<file path="src/sv/nsp_pkg.sv">
`timescale 1ns / 1ps
`default_nettype none

package nsp_pkg;

    // Fixed field widths of the byte stream.
    localparam int BYTE_W = 8;
    localparam int PLEN_W = 21;

    // Byte values that make up a start code.
    localparam logic [BYTE_W-1:0] BYTE_ZERO = 8'h00;
    localparam logic [BYTE_W-1:0] BYTE_SC   = 8'h01;

    // A code counts only if at least this many bytes remain from its first byte on.
    localparam int MIN_TAIL = 5;

    // Zero run saturates here, which marks the start of a 4-byte code.
    localparam logic [1:0] ZRUN_MAX = 2'd3;
    localparam logic [1:0] ZRUN_SC  = 2'd2;

    typedef enum logic {
        EV_CODE = 1'b0,
        EV_LAST = 1'b1
    } nsp_ev_kind_t;

    typedef struct packed {
        logic full;
        logic empty;
    } nsp_q_stat_t;

endpackage

`default_nettype wire

</file>
<file path="src/sv/nsp_front.sv">
`timescale 1ns / 1ps
`default_nettype none

module nsp_front #(
    parameter int OFFSET_WIDTH = 20,
    localparam int EV_W = 1 + 2 * OFFSET_WIDTH + nsp_pkg::PLEN_W
) (
    input  wire logic                        clk,
    input  wire logic                        rst_n,
    input  wire logic                        s_tvalid,
    output logic                             s_tready,
    input  wire logic [nsp_pkg::BYTE_W-1:0]  data_byte,
    input  wire logic [nsp_pkg::PLEN_W-1:0]  packet_length,
    input  wire logic                        last_byte,
    input  wire nsp_pkg::nsp_q_stat_t        q_stat,
    output logic                             ev_push,
    output logic [EV_W-1:0]                  ev_data
);

    import nsp_pkg::*;

    localparam int CW = ((OFFSET_WIDTH + 1 > PLEN_W) ? OFFSET_WIDTH + 1 : PLEN_W) + 1;

    logic [OFFSET_WIDTH-1:0] pos_reg;
    logic [OFFSET_WIDTH-1:0] pos_next;
    logic [1:0]              zrun_reg;
    logic [1:0]              zrun_next;

    logic                    beat;
    logic                    is_start;
    logic [OFFSET_WIDTH-1:0] back_dist;
    logic [OFFSET_WIDTH-1:0] code_pos;
    logic [OFFSET_WIDTH-1:0] next_start;
    logic                    in_range;
    logic                    counted;
    nsp_ev_kind_t            kind;

    assign s_tready = !q_stat.full;

    always_comb
    begin
        beat       = s_tvalid && s_tready;
        is_start   = (data_byte == BYTE_SC) && (zrun_reg >= ZRUN_SC);
        // A saturated run means the 4-byte form began one byte earlier.
        back_dist  = (zrun_reg == ZRUN_MAX) ? OFFSET_WIDTH'(3) : OFFSET_WIDTH'(2);
        code_pos   = pos_reg - back_dist;
        next_start = pos_reg + OFFSET_WIDTH'(1);
        in_range   = (CW'(code_pos) + CW'(MIN_TAIL)) <= CW'(packet_length);
        counted    = is_start && (pos_reg >= back_dist) && in_range;
        kind       = last_byte ? EV_LAST : EV_CODE;
        ev_push    = beat && (last_byte || counted);
        ev_data    = {kind, code_pos, next_start, packet_length};

        pos_next  = pos_reg;
        zrun_next = zrun_reg;
        if (beat)
        begin
            if (last_byte)
            begin
                pos_next  = '0;
                zrun_next = '0;
            end
            else
            begin
                pos_next = next_start;
                if (data_byte == BYTE_ZERO)
                begin
                    zrun_next = (zrun_reg == ZRUN_MAX) ? ZRUN_MAX : zrun_reg + 2'd1;
                end
                else
                begin
                    zrun_next = '0;
                end
            end
        end
    end

    always_ff @(posedge clk or negedge rst_n)
    begin
        if (!rst_n)
        begin
            pos_reg  <= '0;
            zrun_reg <= '0;
        end
        else
        begin
            pos_reg  <= pos_next;
            zrun_reg <= zrun_next;
        end
    end

endmodule

`default_nettype wire

</file>
<file path="src/sv/nsp_fifo.sv">
`timescale 1ns / 1ps
`default_nettype none

module nsp_fifo #(
    parameter int DATA_W = 62,
    parameter int DEPTH  = 4
) (
    input  wire logic              clk,
    input  wire logic              rst_n,
    input  wire logic              push,
    input  wire logic [DATA_W-1:0] push_data,
    input  wire logic              pop,
    output logic [DATA_W-1:0]      pop_data,
    output nsp_pkg::nsp_q_stat_t   q_stat
);

    import nsp_pkg::*;

    localparam int AW = (DEPTH > 1) ? $clog2(DEPTH) : 1;

    logic [DATA_W-1:0] mem [DEPTH];
    logic [AW-1:0]     wr_ptr_reg;
    logic [AW-1:0]     wr_ptr_next;
    logic [AW-1:0]     rd_ptr_reg;
    logic [AW-1:0]     rd_ptr_next;
    logic [AW:0]       count_reg;
    logic [AW:0]       count_next;

    always_comb
    begin
        q_stat.full  = (count_reg == (AW + 1)'(DEPTH));
        q_stat.empty = (count_reg == '0);
        pop_data     = mem[rd_ptr_reg];

        wr_ptr_next = wr_ptr_reg;
        rd_ptr_next = rd_ptr_reg;
        count_next  = count_reg;
        if (push)
        begin
            wr_ptr_next = (wr_ptr_reg == AW'(DEPTH - 1)) ? '0 : wr_ptr_reg + AW'(1);
        end
        if (pop)
        begin
            rd_ptr_next = (rd_ptr_reg == AW'(DEPTH - 1)) ? '0 : rd_ptr_reg + AW'(1);
        end
        if (push && !pop)
        begin
            count_next = count_reg + (AW + 1)'(1);
        end
        else if (pop && !push)
        begin
            count_next = count_reg - (AW + 1)'(1);
        end
    end

    always_ff @(posedge clk)
    begin
        if (push)
        begin
            mem[wr_ptr_reg] <= push_data;
        end
    end

    always_ff @(posedge clk or negedge rst_n)
    begin
        if (!rst_n)
        begin
            wr_ptr_reg <= '0;
            rd_ptr_reg <= '0;
            count_reg  <= '0;
        end
        else
        begin
            wr_ptr_reg <= wr_ptr_next;
            rd_ptr_reg <= rd_ptr_next;
            count_reg  <= count_next;
        end
    end

endmodule

`default_nettype wire

</file>
<file path="src/sv/nsp_back.sv">
`timescale 1ns / 1ps
`default_nettype none

module nsp_back #(
    parameter int OFFSET_WIDTH = 20,
    localparam int EV_W = 1 + 2 * OFFSET_WIDTH + nsp_pkg::PLEN_W
) (
    input  wire logic                      clk,
    input  wire logic                      rst_n,
    input  wire nsp_pkg::nsp_q_stat_t      q_stat,
    input  wire logic [EV_W-1:0]           ev_data,
    output logic                           ev_pop,
    output logic                           m_tvalid,
    input  wire logic                      m_tready,
    output logic [OFFSET_WIDTH-1:0]        nal_offset,
    output logic [OFFSET_WIDTH:0]          nal_length,
    output logic                           last_nal,
    output logic                           no_start_code
);

    import nsp_pkg::*;

    localparam int CW = ((OFFSET_WIDTH + 1 > PLEN_W) ? OFFSET_WIDTH + 1 : PLEN_W) + 1;
    localparam int LW = OFFSET_WIDTH + 1;

    nsp_ev_kind_t            kind;
    logic [OFFSET_WIDTH-1:0] code_pos;
    logic [OFFSET_WIDTH-1:0] new_start;
    logic [PLEN_W-1:0]       plen;
    logic [LW-1:0]           last_len;
    logic [LW-1:0]           code_len;

    logic                    valid_reg;
    logic                    valid_next;
    logic [OFFSET_WIDTH-1:0] off_reg;
    logic [OFFSET_WIDTH-1:0] off_next;
    logic [LW-1:0]           len_reg;
    logic [LW-1:0]           len_next;
    logic                    last_reg;
    logic                    last_next;
    logic                    nsc_reg;
    logic                    nsc_next;
    logic                    found_reg;
    logic                    found_next;
    logic [OFFSET_WIDTH-1:0] ustart_reg;
    logic [OFFSET_WIDTH-1:0] ustart_next;

    always_comb
    begin
        kind      = nsp_ev_kind_t'(ev_data[EV_W-1]);
        code_pos  = ev_data[EV_W-2 -: OFFSET_WIDTH];
        new_start = ev_data[OFFSET_WIDTH+PLEN_W-1 -: OFFSET_WIDTH];
        plen      = ev_data[PLEN_W-1:0];

        // Both lengths clamp at zero when the unit start lies beyond the end point.
        last_len = (CW'(plen) > CW'(ustart_reg)) ? LW'(CW'(plen) - CW'(ustart_reg)) : '0;
        code_len = (code_pos >= ustart_reg) ? {1'b0, code_pos - ustart_reg} : '0;

        // The output register takes a new result when empty or being drained.
        ev_pop = !q_stat.empty && (!valid_reg || m_tready);

        valid_next  = valid_reg && !m_tready;
        off_next    = off_reg;
        len_next    = len_reg;
        last_next   = last_reg;
        nsc_next    = nsc_reg;
        found_next  = found_reg;
        ustart_next = ustart_reg;

        if (ev_pop)
        begin
            unique case (kind)
                EV_LAST:
                begin
                    valid_next  = 1'b1;
                    off_next    = found_reg ? ustart_reg : '0;
                    len_next    = found_reg ? last_len : '0;
                    last_next   = 1'b1;
                    nsc_next    = !found_reg;
                    found_next  = 1'b0;
                    ustart_next = '0;
                end
                EV_CODE:
                begin
                    valid_next  = found_reg;
                    off_next    = ustart_reg;
                    len_next    = code_len;
                    last_next   = 1'b0;
                    nsc_next    = 1'b0;
                    found_next  = 1'b1;
                    ustart_next = new_start;
                end
                default:
                begin
                    valid_next = 1'b0;
                end
            endcase
        end
    end

    always_ff @(posedge clk or negedge rst_n)
    begin
        if (!rst_n)
        begin
            valid_reg  <= 1'b0;
            found_reg  <= 1'b0;
            ustart_reg <= '0;
        end
        else
        begin
            valid_reg  <= valid_next;
            found_reg  <= found_next;
            ustart_reg <= ustart_next;
        end
    end

    always_ff @(posedge clk)
    begin
        off_reg  <= off_next;
        len_reg  <= len_next;
        last_reg <= last_next;
        nsc_reg  <= nsc_next;
    end

    assign m_tvalid      = valid_reg;
    assign nal_offset    = off_reg;
    assign nal_length    = len_reg;
    assign last_nal      = last_reg;
    assign no_start_code = nsc_reg;

endmodule

`default_nettype wire

</file>
<file path="src/sv/annexb_nal_splitter_core.sv">
`timescale 1ns / 1ps
`default_nettype none

// Results: each event from a beat is written into the event queue, then popped into the output
// register, whose valid flag drives m_tvalid; the result is taken while m_tready is high.
// Throughput: one byte per clock; a short event queue between the byte classifier and
// the result stage absorbs master-side stalls, and s_tready drops only when it is full.
// Reset: rst_n is asynchronous and active low; it clears the byte position, zero run,
// unit state, queue and output valid. No clearing pass is needed after reset.
module annexb_nal_splitter_core #(
    parameter int OFFSET_WIDTH = 20,
    parameter int FIFO_DEPTH   = 4,
    localparam int S_DATA_W = ((nsp_pkg::BYTE_W + nsp_pkg::PLEN_W + 7) / 8) * 8,
    localparam int M_DATA_W = ((2 * OFFSET_WIDTH + 1 + 7) / 8) * 8
) (
    input  wire logic                clk,
    input  wire logic                rst_n,
    input  wire logic                s_tvalid,
    output logic                     s_tready,
    // data_byte [7:0], packet_length [28:8], zero fill above.
    input  wire logic [S_DATA_W-1:0] s_tdata,
    // last_byte.
    input  wire logic                s_tlast,
    output logic                     m_tvalid,
    input  wire logic                m_tready,
    // nal_offset [OFFSET_WIDTH-1:0], nal_length [2*OFFSET_WIDTH:OFFSET_WIDTH], zero fill.
    output logic [M_DATA_W-1:0]      m_tdata,
    // last_nal.
    output logic                     m_tlast,
    // no_start_code.
    output logic                     m_tuser
);

    import nsp_pkg::*;

    localparam int EV_W  = 1 + 2 * OFFSET_WIDTH + PLEN_W;
    localparam int M_PAD = M_DATA_W - (2 * OFFSET_WIDTH + 1);

    logic                    ev_push;
    logic                    ev_pop;
    logic [EV_W-1:0]         ev_in;
    logic [EV_W-1:0]         ev_out;
    nsp_q_stat_t             q_stat;
    logic [OFFSET_WIDTH-1:0] nal_offset;
    logic [OFFSET_WIDTH:0]   nal_length;

    nsp_front #(
        .OFFSET_WIDTH (OFFSET_WIDTH)
    ) u_front (
        .clk           (clk),
        .rst_n         (rst_n),
        .s_tvalid      (s_tvalid),
        .s_tready      (s_tready),
        .data_byte     (s_tdata[BYTE_W-1:0]),
        .packet_length (s_tdata[BYTE_W+PLEN_W-1:BYTE_W]),
        .last_byte     (s_tlast),
        .q_stat        (q_stat),
        .ev_push       (ev_push),
        .ev_data       (ev_in)
    );

    nsp_fifo #(
        .DATA_W (EV_W),
        .DEPTH  (FIFO_DEPTH)
    ) u_fifo (
        .clk       (clk),
        .rst_n     (rst_n),
        .push      (ev_push),
        .push_data (ev_in),
        .pop       (ev_pop),
        .pop_data  (ev_out),
        .q_stat    (q_stat)
    );

    nsp_back #(
        .OFFSET_WIDTH (OFFSET_WIDTH)
    ) u_back (
        .clk           (clk),
        .rst_n         (rst_n),
        .q_stat        (q_stat),
        .ev_data       (ev_out),
        .ev_pop        (ev_pop),
        .m_tvalid      (m_tvalid),
        .m_tready      (m_tready),
        .nal_offset    (nal_offset),
        .nal_length    (nal_length),
        .last_nal      (m_tlast),
        .no_start_code (m_tuser)
    );

    assign m_tdata = {{M_PAD{1'b0}}, nal_length, nal_offset};

    // A packet without a start code reports a zero offset and length on its final beat.
    a_nsc_final : assert property (@(posedge clk) disable iff (!rst_n)
        (m_tvalid && m_tuser) |-> (m_tlast && nal_offset == '0 && nal_length == '0))
        else $error("no-start-code result is not a clean final beat");

    // The end-of-packet event always reaches the queue.
    a_last_queued : assert property (@(posedge clk) disable iff (!rst_n)
        (s_tvalid && s_tready && s_tlast) |=> !q_stat.empty)
        else $error("end-of-packet event missing from the queue");

    // Draining without filling frees a slot for the next byte.
    a_pop_frees : assert property (@(posedge clk) disable iff (!rst_n)
        (ev_pop && !ev_push) |=> !q_stat.full)
        else $error("queue still full after a pop");

endmodule

`default_nettype wire
</file>
<file path="config.mk">
export PLATFORM = sky130hd
export DESIGN_NAME = annexb_nal_splitter_core
export DESIGN_NICKNAME = d
export VERILOG_FILES = /design/src/sv/nsp_pkg.sv /design/src/sv/nsp_front.sv /design/src/sv/nsp_fifo.sv /design/src/sv/nsp_back.sv /design/src/sv/annexb_nal_splitter_core.sv
export SDC_FILE = /design/constraint.sdc
export NUM_CORES = 1
export LEC_CHECK = 0
export BUFFER_PORTS_ARGS = -buffer_cell sky130_fd_sc_hd__buf_2
export CAP_MARGIN = 20
export CORE_MARGIN = 4
export CORE_UTILIZATION = 43
export DETAILED_ROUTE_END_ITERATION = 6
export HOLD_SLACK_MARGIN = 0.03
export PLACE_DENSITY = 0.66
export SYNTH_ARGS = -nofsm -noshare
export SYNTH_HDL_FRONTEND = slang
export SYNTH_SLANG_ARGS = --single-unit
</file>
<file path="constraint.sdc">
create_clock -name clk -period 15.3 [get_ports clk]
set_input_delay 2.295 -clock clk [delete_from_list [all_inputs] [get_ports clk]]
set_output_delay 2.295 -clock clk [all_outputs]
set_load 0.01 [all_outputs]
</file>
==> impl_summary.log, run 1 <==
[metrics] result of the run: finished, final reports clean
[metrics] number of non-filler instances in the completed layout: 1792
[metrics] Data required, critical path: 15.45 ns
[metrics] ratio of routed vias to standard cells: 5.54
[metrics] accumulated negative setup slack: 0 ns
[metrics] nets@finish: 1367
[metrics] GPL Wtd Cong: 0.834
[metrics] startpoint type of the worst setup path: flop
[metrics] headroom to the max-slew limit: 0.320
[metrics] number of gates resized after cts: 0
[metrics] master cell of the clock root buffer: sky130_fd_sc_hd__clkbuf_16
[metrics] first-pass GRT wire length: 56900 um
[metrics] Synth Area per Inst: 13.9 um^2
[metrics] sequential element share of the synthesized area: 0.607
[metrics] number of antenna violations at the first check in global routing: 2
[metrics] Setup crit end kind: flop
[metrics] worst reg-to-reg setup slack: 8.27 ns
[metrics] fin. max-slew vios: 0
[metrics] leftover overflow at the end of global routing: 0
[metrics] via count: 9935
[metrics] Worst-Skew Late Latency: 0.53 ns
[metrics] Synth async-reset ratio: 0.149
[metrics] final worst-path cycle share: 0.460
[metrics] count of standard-cell rows: 71
[metrics] Synth Warn #: 0
[metrics] floorplan core area: 37800 um^2
[metrics] setup bufs post-CTS: 0
[metrics] number of buffers added to fix hold violations after cts: 0
[metrics] top achievable clock speed: 142 MHz
[metrics] count of unique library cells instantiated by Yosys: 65
[metrics] number of buffers inserted during clock tree synthesis: 36
[metrics] Top Ports: 89
[metrics] Total Die Area: 41600 um^2
[metrics] clock buffer depth: 3
[metrics] vias in the first global route: 10113
[metrics] unrepaired setup endpoints after global routing: no
[metrics] Max rail drop VDD: 0.0862 mV
[metrics] flip-flop and latch count after synthesis: 342
[metrics] worst clock skew on the final layout: 0.0219 ns
[metrics] post-route antenna net violation count: 0
[metrics] global-route usage over all layers: 0.175
[metrics] minimum clock period after layout: 7.03 ns
[metrics] width of the die: 204 um
[metrics] max-capacitance violation count: 0
[metrics] detailed-router iteration count before antenna repair: 5
[metrics] overall die height: 204 um
[metrics] register bank with the most flops: u_fifo.mem
[metrics] CTS tree: built
[metrics] largest net degree at the start of global routing: 82
[metrics] number of enable-type register cells in the synthesized netlist: 291
[metrics] remaining routing DRC violations: 0
[metrics] class of the worst hold path: reg2reg
[metrics] worst path arrival time: 7.18 ns
[metrics] Antenna Cells: 0
[metrics] max reg flops: 248
[metrics] routed wirelength normalized by instance count: 20.3 um
[metrics] Inst Count DP: 1727
[metrics] worst-path fanout max: 37
[metrics] CTS clk-pin slew, worst paths: 0.06 ns
[metrics] quantity of I/O buffers inserted on ports: 78
[metrics] WS Path Type: reg2reg
[metrics] Max H-tree Level: 2
[metrics] fraction of layout cells with a size suffix above 1: 0.173
[metrics] prevailing post-synth register cell: sky130_fd_sc_hd__edfxtp_1
[metrics] initial core utilization: 0.437
[metrics] transition time at the pin with the least slew margin: 1.02 ns
[metrics] area of the mapped netlist: 16500 um^2
[metrics] CTS sink cnt: 342
[metrics] drt total wl: 36300 um
[metrics] detailed placer's ending HPWL: 24500 um
[metrics] standby leakage power: 6.88 nW
[metrics] endpoints failing setup: 0
[metrics] synthesized instance count: 1185
[metrics] number of hold violations in the final report: 0
[metrics] violation count after the first detailed-routing iteration: 672
[metrics] area added between synthesis and finish: 12.4%
[metrics] pwr/cell area: 231 nW/um^2
-- final timing paths --
check	startpoint	endpoint	cells past startpoint
worst max-delay path	u_front.pos_reg[2]	u_fifo.mem[2][42]	16
worst min-delay path	u_fifo.count_reg[2]	u_fifo.count_reg[2]	1
worst max register to register	u_front.pos_reg[2]	u_fifo.mem[2][42]	16
worst min register to register	u_fifo.count_reg[2]	u_fifo.count_reg[2]	1
max in group asynchronous	rst_n	u_fifo.rd_ptr_reg[0]	2
min in group asynchronous	rst_n	u_back.m_tvalid	2
-- power breakdown --
| part | internal (mW) | switching [mW] |
|---|---|---|
| Sequential | 1.28 | 0.102 |
| Combinational | 0.849 | 1.18 |
| Clock | 0.524 | 0.344 |
-- critical path, stage by stage (launching register included) --
cell and delay, ns:
sky130_fd_sc_hd__dfrtp_1 0.55, sky130_fd_sc_hd__or4_4 0.56, sky130_fd_sc_hd__or2_2 0.32, sky130_fd_sc_hd__nor3_1 0.26, sky130_fd_sc_hd__xor2_1 0.52, sky130_fd_sc_hd__nand4_2 0.24, sky130_fd_sc_hd__or4_1 0.65, sky130_fd_sc_hd__nor3_1 0.25
sky130_fd_sc_hd__xnor2_1 0.09, sky130_fd_sc_hd__ha_1 0.30, sky130_fd_sc_hd__and4_1 0.19, sky130_fd_sc_hd__nand4_1 0.20, sky130_fd_sc_hd__nor3_1 0.47, sky130_fd_sc_hd__a21oi_1 0.12, sky130_fd_sc_hd__a21oi_1 0.51, sky130_fd_sc_hd__and2_2 0.79
sky130_fd_sc_hd__buf_4 0.62
-- kinds of logic (layout without fill, tap and decap cells) --
kind of cell	Yosys count	after routing	synth area share
flops	342	342	0.607
simple gates	252	252	0.0810
compound gates	217	217	0.0827
buf+inv	139	229	0.0337
xor+xnor	92	92	0.0493
fa+ha+maj	75	75	0.0582
mux	67	67	0.0880
other cells	1	7	0.000227
-- per-stage QoR --
| step | setup slack, ns | instance area (um^2) | power (mW) | hold slack (ns) | utilization |
|---|---|---|---|---|---|
| floorplan | 9.07 | 16500 | 2.89 | 0.464 | - |
| global placement | 8.31 | 17400 | 3.38 | 0.483 | 0.460 |
| detailed placement | 8.24 | 17400 | 3.43 | 0.486 | 0.460 |
| CTS | 8.22 | 18500 | 4.30 | 0.496 | 0.491 |
| global route | 7.68 | 18500 | 4.57 | 0.542 | 0.491 |
| finish | 8.27 | 18500 | 4.28 | 0.499 | 0.491 |
-- cells in the final DEF, fill, tap and decap left out, types with 8 or more instances in the layout --
master	netlist	layout
sky130_fd_sc_hd__edfxtp_1	291	291
sky130_fd_sc_hd__buf_2	1	78
sky130_fd_sc_hd__inv_1	78	77
sky130_fd_sc_hd__ha_1	72	72
sky130_fd_sc_hd__o21ai_0	62	62
sky130_fd_sc_hd__mux4_2	62	62
sky130_fd_sc_hd__nand2_1	59	59
sky130_fd_sc_hd__xnor2_1	58	58
sky130_fd_sc_hd__nor2_1	56	56
sky130_fd_sc_hd__dfrtp_1	51	49
sky130_fd_sc_hd__a21oi_1	48	48
sky130_fd_sc_hd__clkbuf_16	0	37
sky130_fd_sc_hd__xor2_1	33	33
sky130_fd_sc_hd__a21o_1	24	24
sky130_fd_sc_hd__nor3_1	22	22
sky130_fd_sc_hd__nand3b_1	20	20
sky130_fd_sc_hd__o22ai_1	19	19
sky130_fd_sc_hd__nand3_1	15	15
sky130_fd_sc_hd__and3_1	12	12
sky130_fd_sc_hd__nand2b_1	10	10
sky130_fd_sc_hd__nor2b_1	10	10
sky130_fd_sc_hd__nand4_1	9	9
sky130_fd_sc_hd__buf_4	7	9
sky130_fd_sc_hd__o31ai_1	8	8
-- cells in the mapped netlist, types with 3 or more instances --
master	instances	area (um^2)
sky130_fd_sc_hd__a2111oi_0	3	26.3
sky130_fd_sc_hd__a211oi_1	5	37.5
sky130_fd_sc_hd__a21boi_0	3	22.5
sky130_fd_sc_hd__a21o_1	24	180
sky130_fd_sc_hd__a21oi_1	48	240
sky130_fd_sc_hd__a22o_1	5	43.8
sky130_fd_sc_hd__a311oi_1	3	26.3
sky130_fd_sc_hd__a31oi_1	5	31.3
sky130_fd_sc_hd__and2_1	11	68.8
sky130_fd_sc_hd__and3_1	12	75.1
sky130_fd_sc_hd__and4_1	3	26.3
sky130_fd_sc_hd__buf_1	8	30.0
sky130_fd_sc_hd__buf_4	7	52.6
sky130_fd_sc_hd__clkbuf_1	44	165
sky130_fd_sc_hd__dfrtp_1	51	1280
sky130_fd_sc_hd__edfxtp_1	291	8740
sky130_fd_sc_hd__fa_1	3	60.1
sky130_fd_sc_hd__ha_1	72	901
sky130_fd_sc_hd__inv_1	78	293
sky130_fd_sc_hd__mux2_2	4	45.0
sky130_fd_sc_hd__mux4_2	62	1400
sky130_fd_sc_hd__nand2_1	59	221
sky130_fd_sc_hd__nand2b_1	10	62.6
sky130_fd_sc_hd__nand3_1	15	75.1
sky130_fd_sc_hd__nand3b_1	20	150
sky130_fd_sc_hd__nand4_1	9	56.3
sky130_fd_sc_hd__nor2_1	56	210
sky130_fd_sc_hd__nor2b_1	10	62.6
sky130_fd_sc_hd__nor3_1	22	110
sky130_fd_sc_hd__nor4_1	4	25.0
sky130_fd_sc_hd__o2111ai_1	6	52.6
sky130_fd_sc_hd__o21a_1	7	52.6
sky130_fd_sc_hd__o21ai_0	62	310
sky130_fd_sc_hd__o21bai_1	4	30.0
sky130_fd_sc_hd__o22ai_1	19	119
sky130_fd_sc_hd__o31ai_1	8	60.1
sky130_fd_sc_hd__or3_1	6	37.5
sky130_fd_sc_hd__or4_1	4	30.0
sky130_fd_sc_hd__xnor2_1	58	508
sky130_fd_sc_hd__xor2_1	33	289
-- per-layer routing --
layer / vias up / global-route usage / part of all wire
met2: 292 / 0.295 / 0.49
met5: - / 0 / 0.00072
li1: 4606 / - / -
met4: 4 / 0.0513 / 0.025
met3: 64 / 0.0335 / 0.060
met1: 4969 / 0.234 / 0.42
-- final cells by class --
type	count	area, um^2
sequential	342	10000
fill	3217	19200
clock buffer	46	990
clock inverter	18	186
multi-input combinational	710	5960
inverter	78	293
tap	511	639
timing repair buffer	87	458
(Power assumes the default switching activity.)
==> inputs of run 2 (changes only) <==
--- a/config.mk
+++ b/config.mk
@@ -11,7 +11,7 @@
 export CORE_UTILIZATION = 43
 export DETAILED_ROUTE_END_ITERATION = 6
 export HOLD_SLACK_MARGIN = 0.03
-export PLACE_DENSITY = 0.66
+export PLACE_DENSITY = 0.69
 export SYNTH_ARGS = -nofsm -noshare
 export SYNTH_HDL_FRONTEND = slang
 export SYNTH_SLANG_ARGS = --single-unit
==> constraint.sdc (replaced) <==
create_clock -name clk -period 6.05 [get_ports clk]
set_input_delay 0.9075 -clock clk [delete_from_list [all_inputs] [get_ports clk]]
set_output_delay 0.9075 -clock clk [all_outputs]
set_load 0.01 [all_outputs]
==> impl_summary.log, run 2 (synthesis gave the netlist of run 1 again) <==
[metrics] routed wirelength normalized by instance count: 20.7 um
[metrics] detailed-router iteration count before antenna repair: 5
[metrics] most frequent standard cell in the layout excluding fill and tap cells: sky130_fd_sc_hd__edfxtp_1
[metrics] number of buffers inserted during clock tree synthesis: 36
[metrics] Data required, critical path: 6.48 ns
[metrics] max reg flops: 248
[metrics] critical hold path startpoint: u_fifo.count_reg[2]
[metrics] setup bufs post-CTS: 0
[metrics] nets@finish: 1391
[metrics] final worst-path cycle share: 0.924
[metrics] quantity of I/O buffers inserted on ports: 78
[metrics] clock buffer depth: 3
[metrics] standby leakage power: 6.98 nW
[metrics] ratio of routed vias to standard cells: 5.49
[metrics] FF-to-FF path depth: 23
[metrics] Hold Path End: u_fifo.count_reg[2]
[metrics] Post-Place Worst Slack: 0.177 ns
[metrics] count of standard-cell rows: 71
[metrics] startpoint type of the worst setup path: flop
[metrics] unrepaired setup endpoints after global routing: no
[metrics] violation count after the first detailed-routing iteration: 550
[metrics] initial core utilization: 0.437
[metrics] global-route usage over all layers: 0.180
[metrics] GPL Wtd Cong: 0.859
[metrics] class of the worst hold path: reg2reg
[metrics] footprint of the multi-input gates: 5980 um^2
[metrics] top library cells by usage in the layout, fill and taps aside: sky130_fd_sc_hd__edfxtp_1 (291), sky130_fd_sc_hd__buf_2 (78), sky130_fd_sc_hd__inv_1 (77), sky130_fd_sc_hd__ha_1 (72)
[metrics] CTS sink cnt: 342
[metrics] Top Ports: 89
[metrics] via count: 9977
[metrics] minimum clock period after layout: 5.59 ns
[metrics] register area: 10000 um^2
[metrics] transition time at the pin with the least slew margin: 0.916 ns
[metrics] CTS clk-pin slew, worst paths: 0.06 ns
[metrics] first-pass GRT wire length: 58300 um
[metrics] top achievable clock speed: 179 MHz
[metrics] post-route setup slack: 0.457 ns
[metrics] worst-path fanout max: 7
[metrics] cell breakdown of the critical path: inv_1 -> ha_1 -> inv_1 -> ha_1 -> or3_1 -> nor4_4 -> xor2_2 -> nand4_2 -> or4_4 -> nor3_1 -> xnor2_1 -> ha_1 -> and4_1 -> nand4_1 -> nor3_2 -> a21oi_1 -> a21oi_2 -> ha_1 -> inv_1 -> fa_1 -> xor2_1 -> nor2_1 -> xor2_1
[metrics] overall die height: 204 um
[metrics] number of non-filler instances in the completed layout: 1816
[metrics] accumulated negative setup slack: 0 ns
[metrics] number of antenna violations at the first check in global routing: 4
[metrics] result of the run: finished, final reports clean
[metrics] worst flop-to-flop path startpoint: u_front.pos_reg[0]
[metrics] WS Path Type: reg2reg
[metrics] endpoints failing setup: 0
[metrics] width of the die: 204 um
[metrics] cell type with the highest occurrence count on the critical path: sky130_fd_sc_hd__ha_1
[metrics] max-capacitance violation count: 0
[metrics] Inst Count DP: 1750
[metrics] detailed placer's ending HPWL: 25900 um
[metrics] Max rail drop VDD: 0.215 mV
[metrics] post-route antenna net violation count: 0
[metrics] worst reg-to-reg setup slack: 0.46 ns
[metrics] area added between synthesis and finish: 13.6%
[metrics] slowest cell delay on critical path: 0.59 ns
[metrics] Setup crit end kind: flop
[metrics] floorplan core area: 37800 um^2
[metrics] Total Die Area: 41600 um^2
[metrics] pwr/cell area: 584 nW/um^2
[metrics] fraction of layout cells with a size suffix above 1: 0.191
[metrics] instance count along the most critical hold path: 1
[metrics] r2r endpoint: u_fifo.count_reg[2]
[metrics] master of the slowest instance on the critical path: sky130_fd_sc_hd__or4_4
[metrics] CTS tree: built
[metrics] register bank with the most flops: u_fifo.mem
[metrics] fin. max-slew vios: 0
[metrics] leftover overflow at the end of global routing: 0
[metrics] fill cell count: 3188
[metrics] drt total wl: 37500 um
[metrics] Max H-tree Level: 2
[metrics] vias in the first global route: 10043
[metrics] overall power: 11.0 mW
[metrics] worst clock skew on the final layout: 0.0150 ns
[metrics] remaining routing DRC violations: 0
[metrics] largest net degree at the start of global routing: 82
[metrics] headroom to the max-slew limit: 0.389
[metrics] master cell of the clock root buffer: sky130_fd_sc_hd__clkbuf_16
[metrics] worst path arrival time: 6.02 ns
[metrics] Worst-Skew Late Latency: 0.52 ns
[metrics] number of hold violations in the final report: 0
==> run 2: layout make-up <==
class / instances / area share
Sequential cell: 342 / 0.534
Multi-Input combinational cell: 710 / 0.319
Clock buffer: 45 / 0.0510
Timing Repair Buffer: 111 / 0.0379
Tap cell: 511 / 0.0341
Inverter: 78 / 0.0156
Clock inverter: 18 / 0.00774
Antenna cell: 1 / 0.000133
==> run 2: critical path, delay by kind of cell (launching register included) <==
kind | cells | cell delay (ns)
AO/OA/AOI/OAI | 2 | 0.35
XOR/XNOR | 4 | 0.63
adder cells (fa/ha/maj) | 5 | 1.37
buffers and inverters | 3 | 0.28
flip-flops | 1 | 0.41
AND/OR/NAND/NOR | 9 | 2.47
==> run 2: where the power goes <==
group	internal [mW]	leakage, nW	switching, mW
sequential	3.24	3.35	0.182
combinational	2.29	3.09	3.16
clock	1.21	0.544	0.867
total	6.74	6.98	4.21
==> run 2: per-layer routing <==
layer	share of wire	up-vias	global-route usage
li1	-	4653	-
met1	0.43	4958	0.242
met2	0.49	286	0.296
met3	0.056	72	0.0389
met4	0.028	8	0.0573
met5	0.0010	-	0
==> run 2: timing repair <==
item	4_1_cts	5_1_grt
endpoints found under the setup margin	0	28
hold buffers	0	0
resized for setup	0	5
==> run 2: through the flow <==
stage	util	hold WS [ns]	area, um^2
finish	0.497	0.504	18700
detailed placement	0.466	0.496	17600
global route	0.497	0.539	18700
floorplan	-	0.464	16500
CTS	0.496	0.510	18700
global placement	0.466	0.482	17600
==> run 2: worst max path at each step <==
| stage | startpoint | endpoint | slack [ns] | cells after the start |
|---|---|---|---|---|
| after detailed placement | u_front.pos_reg[0] | u_fifo.count_reg[2] | 0.18 | 23 |
| after global placement | u_front.pos_reg[0] | u_fifo.count_reg[2] | 0.33 | 23 |
| after floorplan | u_front.pos_reg[0] | u_fifo.mem[0][0] | 0.49 | 20 |
| after CTS | u_front.pos_reg[0] | u_fifo.count_reg[2] | 0.15 | 23 |
| final | u_front.pos_reg[0] | u_fifo.count_reg[2] | 0.46 | 23 |
| after global routing | u_front.pos_reg[0] | u_fifo.count_reg[2] | 0.02 | 25 |
